## src/sv/mtfrq_pkg.sv

```systemverilog
`default_nettype none
// ----------------------------------------------------------------------------
// Move-to-front ring queue package
// Shared widths, defaults, operation and status codes.
// ----------------------------------------------------------------------------
package mtfrq_pkg;

    localparam int DATA_W              = 32;
    localparam int OP_W                = 3;
    localparam int ST_W                = 2;
    localparam int CNT_W               = 5;
    localparam int DEFAULT_MAX_ENTRIES = 16;

    localparam logic [CNT_W-1:0] DEFAULT_CAPACITY = 5'd10;

    typedef logic [OP_W-1:0] op_t;
    typedef logic [ST_W-1:0] status_t;

    localparam op_t OP_ENQUEUE    = 3'd0;
    localparam op_t OP_PUSH       = 3'd1;
    localparam op_t OP_REMOVE     = 3'd2;
    localparam op_t OP_MOVE_FRONT = 3'd3;
    localparam op_t OP_MOVE_REAR  = 3'd4;

    localparam status_t ST_OK        = 2'd0;
    localparam status_t ST_FULL      = 2'd1;
    localparam status_t ST_EMPTY     = 2'd2;
    localparam status_t ST_NOT_FOUND = 2'd3;

endpackage
`default_nettype wire

```

## src/sv/mtfrq_ram.sv

```systemverilog
`default_nettype none
// ----------------------------------------------------------------------------
// Generic RAM
// One write port, one read port, registered read data.
// ----------------------------------------------------------------------------
module mtfrq_ram #(
    parameter int WIDTH = 32,
    parameter int DEPTH = 16
) (
    input  wire logic                     clk,
    input  wire logic                     wr_en,
    input  wire logic [$clog2(DEPTH)-1:0] wr_addr,
    input  wire logic [WIDTH-1:0]         wr_data,
    input  wire logic                     rd_en,
    input  wire logic [$clog2(DEPTH)-1:0] rd_addr,
    output logic      [WIDTH-1:0]         rd_data
);

    logic [WIDTH-1:0] store_mem [DEPTH];
    logic [WIDTH-1:0] rd_data_reg;

    always_ff @(posedge clk)
    begin
        if (wr_en)
        begin
            store_mem[wr_addr] <= wr_data;
        end
        if (rd_en)
        begin
            rd_data_reg <= store_mem[rd_addr];
        end
    end

    assign rd_data = rd_data_reg;

endmodule
`default_nettype wire

```

## src/sv/move_to_front_ring_queue.sv

```systemverilog
`default_nettype none
// ----------------------------------------------------------------------------
// Move-to-front ring queue
// Ordered store of 32-bit values in a ring buffer RAM, with enqueue, push,
// remove, move-to-front and move-to-rear operations and one result per item.
// ----------------------------------------------------------------------------
// One item is taken at a time. Enqueue, push, unknown operations and any item
// refused as full or empty go from acceptance straight to the finish state;
// remove passes through a capture state for the read data first. A move scans
// the RAM from the front, one entry per cycle, then shifts the entries between
// the match and the chosen end, one entry per cycle through the single read and
// single write port, and finally writes the moved value at the front or rear; a
// value that is not found ends the scan after the last entry with nothing
// written. The result register frees the input side while a result waits to be
// taken.
// The entry RAM needs no clearing after reset.
module move_to_front_ring_queue
    import mtfrq_pkg::*;
#(
    parameter int MAX_ENTRIES = DEFAULT_MAX_ENTRIES
) (
    input  wire logic                     clk,
    input  wire logic                     rst_n,
    input  wire logic                     in_valid,
    output logic                          in_ready,
    input  wire logic [OP_W-1:0]          operation,
    input  wire logic signed [DATA_W-1:0] item_value,
    output logic                          out_valid,
    input  wire logic                     out_ready,
    output logic [ST_W-1:0]               status,
    output logic signed [DATA_W-1:0]      removed_value,
    output logic [CNT_W-1:0]              entry_count,
    input  wire logic                     cfg_wr_en,
    input  wire logic [CNT_W-1:0]         cfg_wr_data
);

    localparam int IDX_W = $clog2(MAX_ENTRIES);
    localparam int SUM_W = ((IDX_W > CNT_W) ? IDX_W : CNT_W) + 1;

    localparam logic [2:0] S_IDLE    = 3'd0;
    localparam logic [2:0] S_CAPTURE = 3'd1;
    localparam logic [2:0] S_SEARCH  = 3'd2;
    localparam logic [2:0] S_SHIFT   = 3'd3;
    localparam logic [2:0] S_FIXUP   = 3'd4;
    localparam logic [2:0] S_FINISH  = 3'd5;

    function automatic logic [IDX_W-1:0] slot_of(input logic [IDX_W-1:0] head,
                                                  input logic [CNT_W-1:0] pos);
        logic [SUM_W-1:0] sum;
        sum = SUM_W'(head) + SUM_W'(pos);
        if (sum >= SUM_W'(MAX_ENTRIES))
        begin
            sum = sum - SUM_W'(MAX_ENTRIES);
        end
        return sum[IDX_W-1:0];
    endfunction

    logic [2:0]              state_reg, state_next;
    logic [CNT_W-1:0]        capacity_reg;
    logic [CNT_W-1:0]        held_reg, held_next;
    logic [IDX_W-1:0]        head_reg, head_next;
    logic                    out_valid_reg, out_valid_next;
    logic                    wpend_reg, wpend_next;
    logic                    cmp_valid_reg, cmp_valid_next;

    op_t                     op_reg, op_next;
    logic [DATA_W-1:0]       val_reg, val_next;
    logic [CNT_W-1:0]        pos_reg, pos_next;
    logic [CNT_W-1:0]        left_reg, left_next;
    logic [CNT_W-1:0]        wpos_reg, wpos_next;
    logic [CNT_W-1:0]        cmp_pos_reg, cmp_pos_next;
    status_t                 res_status_reg, res_status_next;
    logic [DATA_W-1:0]       res_removed_reg, res_removed_next;
    status_t                 status_reg, status_next;
    logic [DATA_W-1:0]       removed_reg, removed_next;
    logic [CNT_W-1:0]        count_reg, count_next;

    logic [CNT_W-1:0]        cap_base;
    logic [CNT_W-1:0]        cap_used;
    logic                    to_front;

    logic                    wr_en;
    logic [IDX_W-1:0]        wr_addr;
    logic [DATA_W-1:0]       wr_data;
    logic                    rd_en;
    logic [IDX_W-1:0]        rd_addr;
    logic [DATA_W-1:0]       rd_data;

    mtfrq_ram #(
        .WIDTH (DATA_W),
        .DEPTH (MAX_ENTRIES)
    ) u_ram (
        .clk     (clk),
        .wr_en   (wr_en),
        .wr_addr (wr_addr),
        .wr_data (wr_data),
        .rd_en   (rd_en),
        .rd_addr (rd_addr),
        .rd_data (rd_data)
    );

    always_comb
    begin
        cap_base = (capacity_reg == '0) ? DEFAULT_CAPACITY : capacity_reg;
        if (int'(cap_base) > MAX_ENTRIES)
        begin
            cap_used = CNT_W'(MAX_ENTRIES);
        end
        else
        begin
            cap_used = cap_base;
        end
    end

    assign to_front = (op_reg == OP_MOVE_FRONT);
    assign in_ready = (state_reg == S_IDLE);

    always_comb
    begin
        state_next       = state_reg;
        held_next        = held_reg;
        head_next        = head_reg;
        out_valid_next   = out_valid_reg && !out_ready;
        wpend_next       = 1'b0;
        cmp_valid_next   = 1'b0;
        op_next          = op_reg;
        val_next         = val_reg;
        pos_next         = pos_reg;
        left_next        = left_reg;
        wpos_next        = wpos_reg;
        cmp_pos_next     = cmp_pos_reg;
        res_status_next  = res_status_reg;
        res_removed_next = res_removed_reg;
        status_next      = status_reg;
        removed_next     = removed_reg;
        count_next       = count_reg;

        wr_en   = 1'b0;
        wr_addr = slot_of(head_reg, wpos_reg);
        wr_data = rd_data;
        rd_en   = 1'b0;
        rd_addr = slot_of(head_reg, pos_reg);

        unique case (state_reg)
            S_IDLE:
            begin
                if (in_valid)
                begin
                    op_next          = operation;
                    val_next         = $unsigned(item_value);
                    res_status_next  = ST_OK;
                    res_removed_next = '0;
                    pos_next         = '0;
                    state_next       = S_FINISH;
                    unique case (operation) inside
                        OP_ENQUEUE, OP_PUSH:
                        begin
                            if (held_reg >= cap_used)
                            begin
                                res_status_next = ST_FULL;
                            end
                            else if (operation == OP_ENQUEUE)
                            begin
                                wr_en     = 1'b1;
                                wr_addr   = slot_of(head_reg, held_reg);
                                wr_data   = $unsigned(item_value);
                                held_next = held_reg + CNT_W'(1);
                            end
                            else
                            begin
                                head_next = (head_reg == '0) ? IDX_W'(MAX_ENTRIES - 1)
                                                             : head_reg - IDX_W'(1);
                                wr_en     = 1'b1;
                                wr_addr   = head_next;
                                wr_data   = $unsigned(item_value);
                                held_next = held_reg + CNT_W'(1);
                            end
                        end
                        OP_REMOVE:
                        begin
                            if (held_reg == '0)
                            begin
                                res_status_next = ST_EMPTY;
                            end
                            else
                            begin
                                rd_en      = 1'b1;
                                rd_addr    = head_reg;
                                head_next  = (head_reg == IDX_W'(MAX_ENTRIES - 1))
                                             ? '0 : head_reg + IDX_W'(1);
                                held_next  = held_reg - CNT_W'(1);
                                state_next = S_CAPTURE;
                            end
                        end
                        OP_MOVE_FRONT, OP_MOVE_REAR:
                        begin
                            if (held_reg == '0)
                            begin
                                res_status_next = ST_EMPTY;
                            end
                            else
                            begin
                                state_next = S_SEARCH;
                            end
                        end
                        default:
                        begin
                        end
                    endcase
                end
            end

            S_CAPTURE:
            begin
                res_removed_next = rd_data;
                state_next       = S_FINISH;
            end

            S_SEARCH:
            begin
                if (cmp_valid_reg && (rd_data == val_reg))
                begin
                    if (to_front)
                    begin
                        pos_next  = cmp_pos_reg - CNT_W'(1);
                        left_next = cmp_pos_reg;
                    end
                    else
                    begin
                        pos_next  = cmp_pos_reg + CNT_W'(1);
                        left_next = held_reg - CNT_W'(1) - cmp_pos_reg;
                    end
                    state_next = S_SHIFT;
                end
                else if (cmp_valid_reg && (cmp_pos_reg == held_reg - CNT_W'(1)))
                begin
                    res_status_next = ST_NOT_FOUND;
                    state_next      = S_FINISH;
                end
                else
                begin
                    rd_en          = 1'b1;
                    cmp_valid_next = 1'b1;
                    cmp_pos_next   = pos_reg;
                    pos_next       = pos_reg + CNT_W'(1);
                end
            end

            S_SHIFT:
            begin
                wr_en = wpend_reg;
                if (left_reg != '0)
                begin
                    rd_en      = 1'b1;
                    wpend_next = 1'b1;
                    left_next  = left_reg - CNT_W'(1);
                    if (to_front)
                    begin
                        wpos_next = pos_reg + CNT_W'(1);
                        pos_next  = pos_reg - CNT_W'(1);
                    end
                    else
                    begin
                        wpos_next = pos_reg - CNT_W'(1);
                        pos_next  = pos_reg + CNT_W'(1);
                    end
                end
                else
                begin
                    state_next = S_FIXUP;
                end
            end

            S_FIXUP:
            begin
                wr_en      = 1'b1;
                wr_data    = val_reg;
                wr_addr    = slot_of(head_reg, to_front ? '0 : held_reg - CNT_W'(1));
                state_next = S_FINISH;
            end

            S_FINISH:
            begin
                if (!out_valid_reg || out_ready)
                begin
                    out_valid_next = 1'b1;
                    status_next    = res_status_reg;
                    removed_next   = res_removed_reg;
                    count_next     = held_reg;
                    state_next     = S_IDLE;
                end
            end

            default:
            begin
                state_next = S_IDLE;
            end
        endcase
    end

    always_ff @(posedge clk or negedge rst_n)
    begin
        if (!rst_n)
        begin
            state_reg     <= S_IDLE;
            capacity_reg  <= DEFAULT_CAPACITY;
            held_reg      <= '0;
            head_reg      <= '0;
            out_valid_reg <= 1'b0;
            wpend_reg     <= 1'b0;
            cmp_valid_reg <= 1'b0;
        end
        else
        begin
            state_reg     <= state_next;
            held_reg      <= held_next;
            head_reg      <= head_next;
            out_valid_reg <= out_valid_next;
            wpend_reg     <= wpend_next;
            cmp_valid_reg <= cmp_valid_next;
            if (cfg_wr_en)
            begin
                capacity_reg <= cfg_wr_data;
            end
        end
    end

    always_ff @(posedge clk)
    begin
        op_reg          <= op_next;
        val_reg         <= val_next;
        pos_reg         <= pos_next;
        left_reg        <= left_next;
        wpos_reg        <= wpos_next;
        cmp_pos_reg     <= cmp_pos_next;
        res_status_reg  <= res_status_next;
        res_removed_reg <= res_removed_next;
        status_reg      <= status_next;
        removed_reg     <= removed_next;
        count_reg       <= count_next;
    end

    assign out_valid     = out_valid_reg;
    assign status        = status_reg;
    assign removed_value = $signed(removed_reg);
    assign entry_count   = count_reg;

`ifndef SYNTHESIS
    a_held_bound: assert property (@(posedge clk) disable iff (!rst_n)
        int'(held_reg) <= MAX_ENTRIES)
        else $error("held count above ring size");

    a_head_bound: assert property (@(posedge clk) disable iff (!rst_n)
        int'(head_reg) < MAX_ENTRIES)
        else $error("head index outside ring");

    a_ring_stable: assert property (@(posedge clk) disable iff (!rst_n)
        !(in_valid && in_ready) |=> ($stable(held_reg) && $stable(head_reg)))
        else $error("ring pointers changed without an accepted item");

    a_search_nonempty: assert property (@(posedge clk) disable iff (!rst_n)
        (state_reg == S_SEARCH) |-> (held_reg != '0))
        else $error("search started on an empty queue");

    a_shift_no_overlap: assert property (@(posedge clk) disable iff (!rst_n)
        (state_reg == S_SHIFT && wpend_reg && left_reg != '0) |-> (wr_addr != rd_addr))
        else $error("shift read and write hit the same entry");
`endif

endmodule
`default_nettype wire
```

## config.mk

```make
export PLATFORM = sky130hd
export DESIGN_NAME = move_to_front_ring_queue
export DESIGN_NICKNAME = d
export VERILOG_FILES = /design/src/sv/mtfrq_pkg.sv /design/src/sv/mtfrq_ram.sv /design/src/sv/move_to_front_ring_queue.sv
export SDC_FILE = /design/constraint.sdc
export NUM_CORES = 1
export LEC_CHECK = 0
export ABC_AREA = 1
export BUFFER_PORTS_ARGS = -buffer_cell sky130_fd_sc_hd__clkbuf_2
export CORE_MARGIN = 10
export CORE_UTILIZATION = 55
export DETAILED_ROUTE_END_ITERATION = 10
export HOLD_SLACK_MARGIN = 0.12
export MAX_ROUTING_LAYER = met4
export PLACE_DENSITY = 0.72
export SYNTH_ARGS = -nofsm -noshare
export SYNTH_HDL_FRONTEND = slang
export SYNTH_SLANG_ARGS = --single-unit
```

## constraint.sdc

```tcl
create_clock -name clk -period 7.8 [get_ports clk]
set_clock_uncertainty 0.05 [all_clocks]
set_input_delay 0.78 -clock clk [delete_from_list [all_inputs] [get_ports clk]]
set_output_delay 0.78 -clock clk [all_outputs]
set_load 0.02 [all_outputs]
```

==> metrics.md <==
| Metric | Value |
|---|---|
| CTS tree | built |
| Hold Crit Depth | 1 |
| Post-synth top area share | 64.5% |
| CP Capture Type | flop |
| Number of inserted diodes | 0 |
| Final-report max-slew violation count | 0 |
| H-tree levels | 3 |
| Die Ht | 258 microns |
| Max-slew headroom | 6.25% |
| Die X-Extent | 258 microns |
| Maxcap violations | 0 |
| Dominant cells by area after synthesis | edfxtp_1, nand3_1, nand2_1, inv_1, dfrtp_1 |
| Largest net degree at the start of global routing | 175 |
| Drt total wl | 79900 microns |
| RSZ-0062 raised after global routing | false |
| Post-synth EDFFs | 671 |
| Seq/Total Area, Yosys | 66.1% |
| Hold Path Class | in -> reg |
| Ys flop type | edfxtp_1 |
| Top reg by flops | u_ram.store_mem |
| Min Tclk post-route | 4.71 ns |
| Crit share post-route | 60.3% |
| Vias per inst | 5.59 |
| Number of port buffers | 85 |
| Worst reg2reg endpoint | u_ram.rd_data[12] |
| CTS Buffer Depth | 3 |
| Area growth syn-to-layout | 11.8% |
| FF-to-FF path depth | 12 |
| Vias in the first global route | 20831 |
| Fmax | 212 MHz |
| CTS-repair resized insts | 0 |
| DRT Pass-1 Iters | 5 |
| DR WL/cell | 20.5 microns |
| Post-synth net total | 3073 |
| R2r setup slk | 3.09 ns |
| Drc violations | 0 |
| Initial Util | 55.5% |
| Worst slew pin tran | 1.40 ns |
| Layout cells sized above 1 | 9.03% |
| # fillers | 4353 |
| Avg Inst Size Synth | 10.4 sq um |
| Synth cell types | 44 |
| Final nets | 3163 |
| Setup violations, final | 0 |
| Crit Path Class | reg -> reg |
| Most frequent cell after synthesis | edfxtp_1 |
| Core Region | 0.0563 sq mm |
| First-iteration detailed-routing DRC count | 2500 |
| Top cell type by total area after synthesis | edfxtp_1 |
| Routed vias | 21751 |
| Hold path start | item_value[27] |
| Critical Path RT | 8.11 ns |
| Hpwl dp | 46700 microns |
| Clock sinks | 691 |
| Type of origin of the critical path | flop |
| Top cells by count, synth | edfxtp_1, nand2_1, inv_1 |
| Row count | 87 |
| Mapped Cells | 2991 |
| Setup bufs post-CTS | 0 |
| CTS buffer count | 72 |
| Worst Hold End | val_reg[27] |
| Setup TNS | 0 ns |
| Final Hold Fails | 0 |
| CTS hold repair buffers | 1 |
| Worst Path Arrival | 5.02 ns |
| Io pins | 86 |
| Clk root buf | clkbuf_16 |
| Clk slew on worst S/H paths | 0.06 ns |
| First-pass GRT wire length | 122000 microns |
| Yosys synthesis warning count | 0 |
| DRT antenna net count | 0 |
| Placer congestion estimate | 0.882 |
| Area of the mapped netlist | 0.0312 sq mm |
| Initial antenna violation count | 1 |
| Worst r2r src | held_reg[0] |
| #FFs+latches synth | 691 |
| Clk Latency, worst-skew pair | 0.63 ns |
| GRT Util Overall | 24.2% |
| Total gr overflow | 0 |
| Max reg flops | 512 |
| Die Area | 0.0667 sq mm |
| Status | complete, no violations |
| Crit Path Max Fanout | 152 |
| Ys async rst share | 2.89% |
## worst max-delay path, cell delays in order (launching register included)
cell and delay (ns):
dfrtp_1 0.46, inv_1 0.21, ha_1 0.25, nand3_2 0.23, nand3_4 0.28, nand2_4 0.48
nand2_8 0.83, buf_4 0.86, nand2_1 0.13, nand3_1 0.15, nand3_1 0.09, nand3_1 0.12
nand2_1 0.09
## cells in the final DEF, fill, tap and decap left out, drive strengths merged
master / synthesis / final
a211o: 1 / 1
mux2i: 3 / 3
xor2: 24 / 24
o31ai: 2 / 2
a21oi: 23 / 23
bufinv: 0 / 6
o211ai: 10 / 10
inv: 611 / 614
nand2: 657 / 657
ha: 31 / 31
a22oi: 27 / 27
a31oi: 2 / 2
nand3b: 33 / 33
buf: 100 / 56
clkinvlp: 0 / 4
o21ai: 67 / 67
nand4: 5 / 5
o21bai: 2 / 2
dlygate4sd3: 0 / 1
clkinv: 1 / 22
nand3: 530 / 530
xnor2: 13 / 13
nor2: 107 / 107
clkbuf: 26 / 179
dfrtp: 18 / 18
or2: 2 / 2
o32ai: 1 / 1
edfxtp: 671 / 671
o22ai: 5 / 5
nor3: 6 / 6
mux2: 3 / 3
fa: 6 / 6
a311oi: 1 / 1
nor4: 1 / 1
dfstp: 2 / 2
## per-layer routing
layer  vias to the layer above  GRT usage, %  routed length [microns]
li1                       9997             -                        -
met1                     10393          32.8                    32700
met2                      1206          37.0                    36600
met3                       155          4.67                     8750
met4                         0          7.06                     1810
met5                         -             -                        0
## cells by family after synthesis
kind of cell               after synthesis  share of synthesized area (%)
AOI/OAI and AO/OA                      141                           2.65
xor gates and xnor gates                37                           1.06
adders and majority gates               37                           1.63
buffers and inverters                  738                           9.40
DFF                                    691                           66.1
muxes                                    6                          0.204
and+or+nand+nor                       1341                           18.9
## cell type report
cell class                      instances  area, sq um  area share (%)
Tap cell                              756          946            2.71
Timing Repair Buffer                  142          868            2.49
Clock inverter                         34          374            1.07
Clock buffer                           94         1930            5.52
Multi-Input combinational cell       1562         7840            22.5
Sequential cell                       691        20700            59.2
Inverter                              612         2300            6.58
## how the worst max path moves through the flow
stage | start | end | slack [ns]
after global placement | operation[0] | u_ram.store_mem[12][29] | 3.11
after floorplan | op_reg[2] | u_ram.store_mem[11][0] | 3.61
after CTS | capacity_reg[2] | u_ram.store_mem[12][13] | 3.13
after detailed placement | operation[0] | u_ram.store_mem[12][30] | 3.04
final | held_reg[0] | u_ram.rd_data[12] | 3.09
after global routing | capacity_reg[2] | u_ram.store_mem[14][18] | 2.72
## through the flow
| step | hold slack (ns) | utilization (%) | worst slack (ns) | instance area, sq um | cells |
|---|---|---|---|---|---|
| 6_report | 0.296 | 62.0 | 3.09 | 34900 | 3891 |
| 5_1_grt | 0.296 | 62.0 | 2.72 | 34900 | 3891 |
| 4_1_cts | 0.282 | 62.0 | 3.13 | 34900 | 3890 |
| 3_5_place_dp | 0.355 | 57.9 | 3.04 | 32600 | 3761 |
| 3_3_place_gp | 0.351 | 57.9 | 3.11 | 32600 | 3761 |
| 2_1_floorplan | 0.350 | - | 3.61 | 31200 | 2991 |
Power is not shown: default switching activity piles up to over one toggle a cycle in this logic, so the estimate is an artifact.
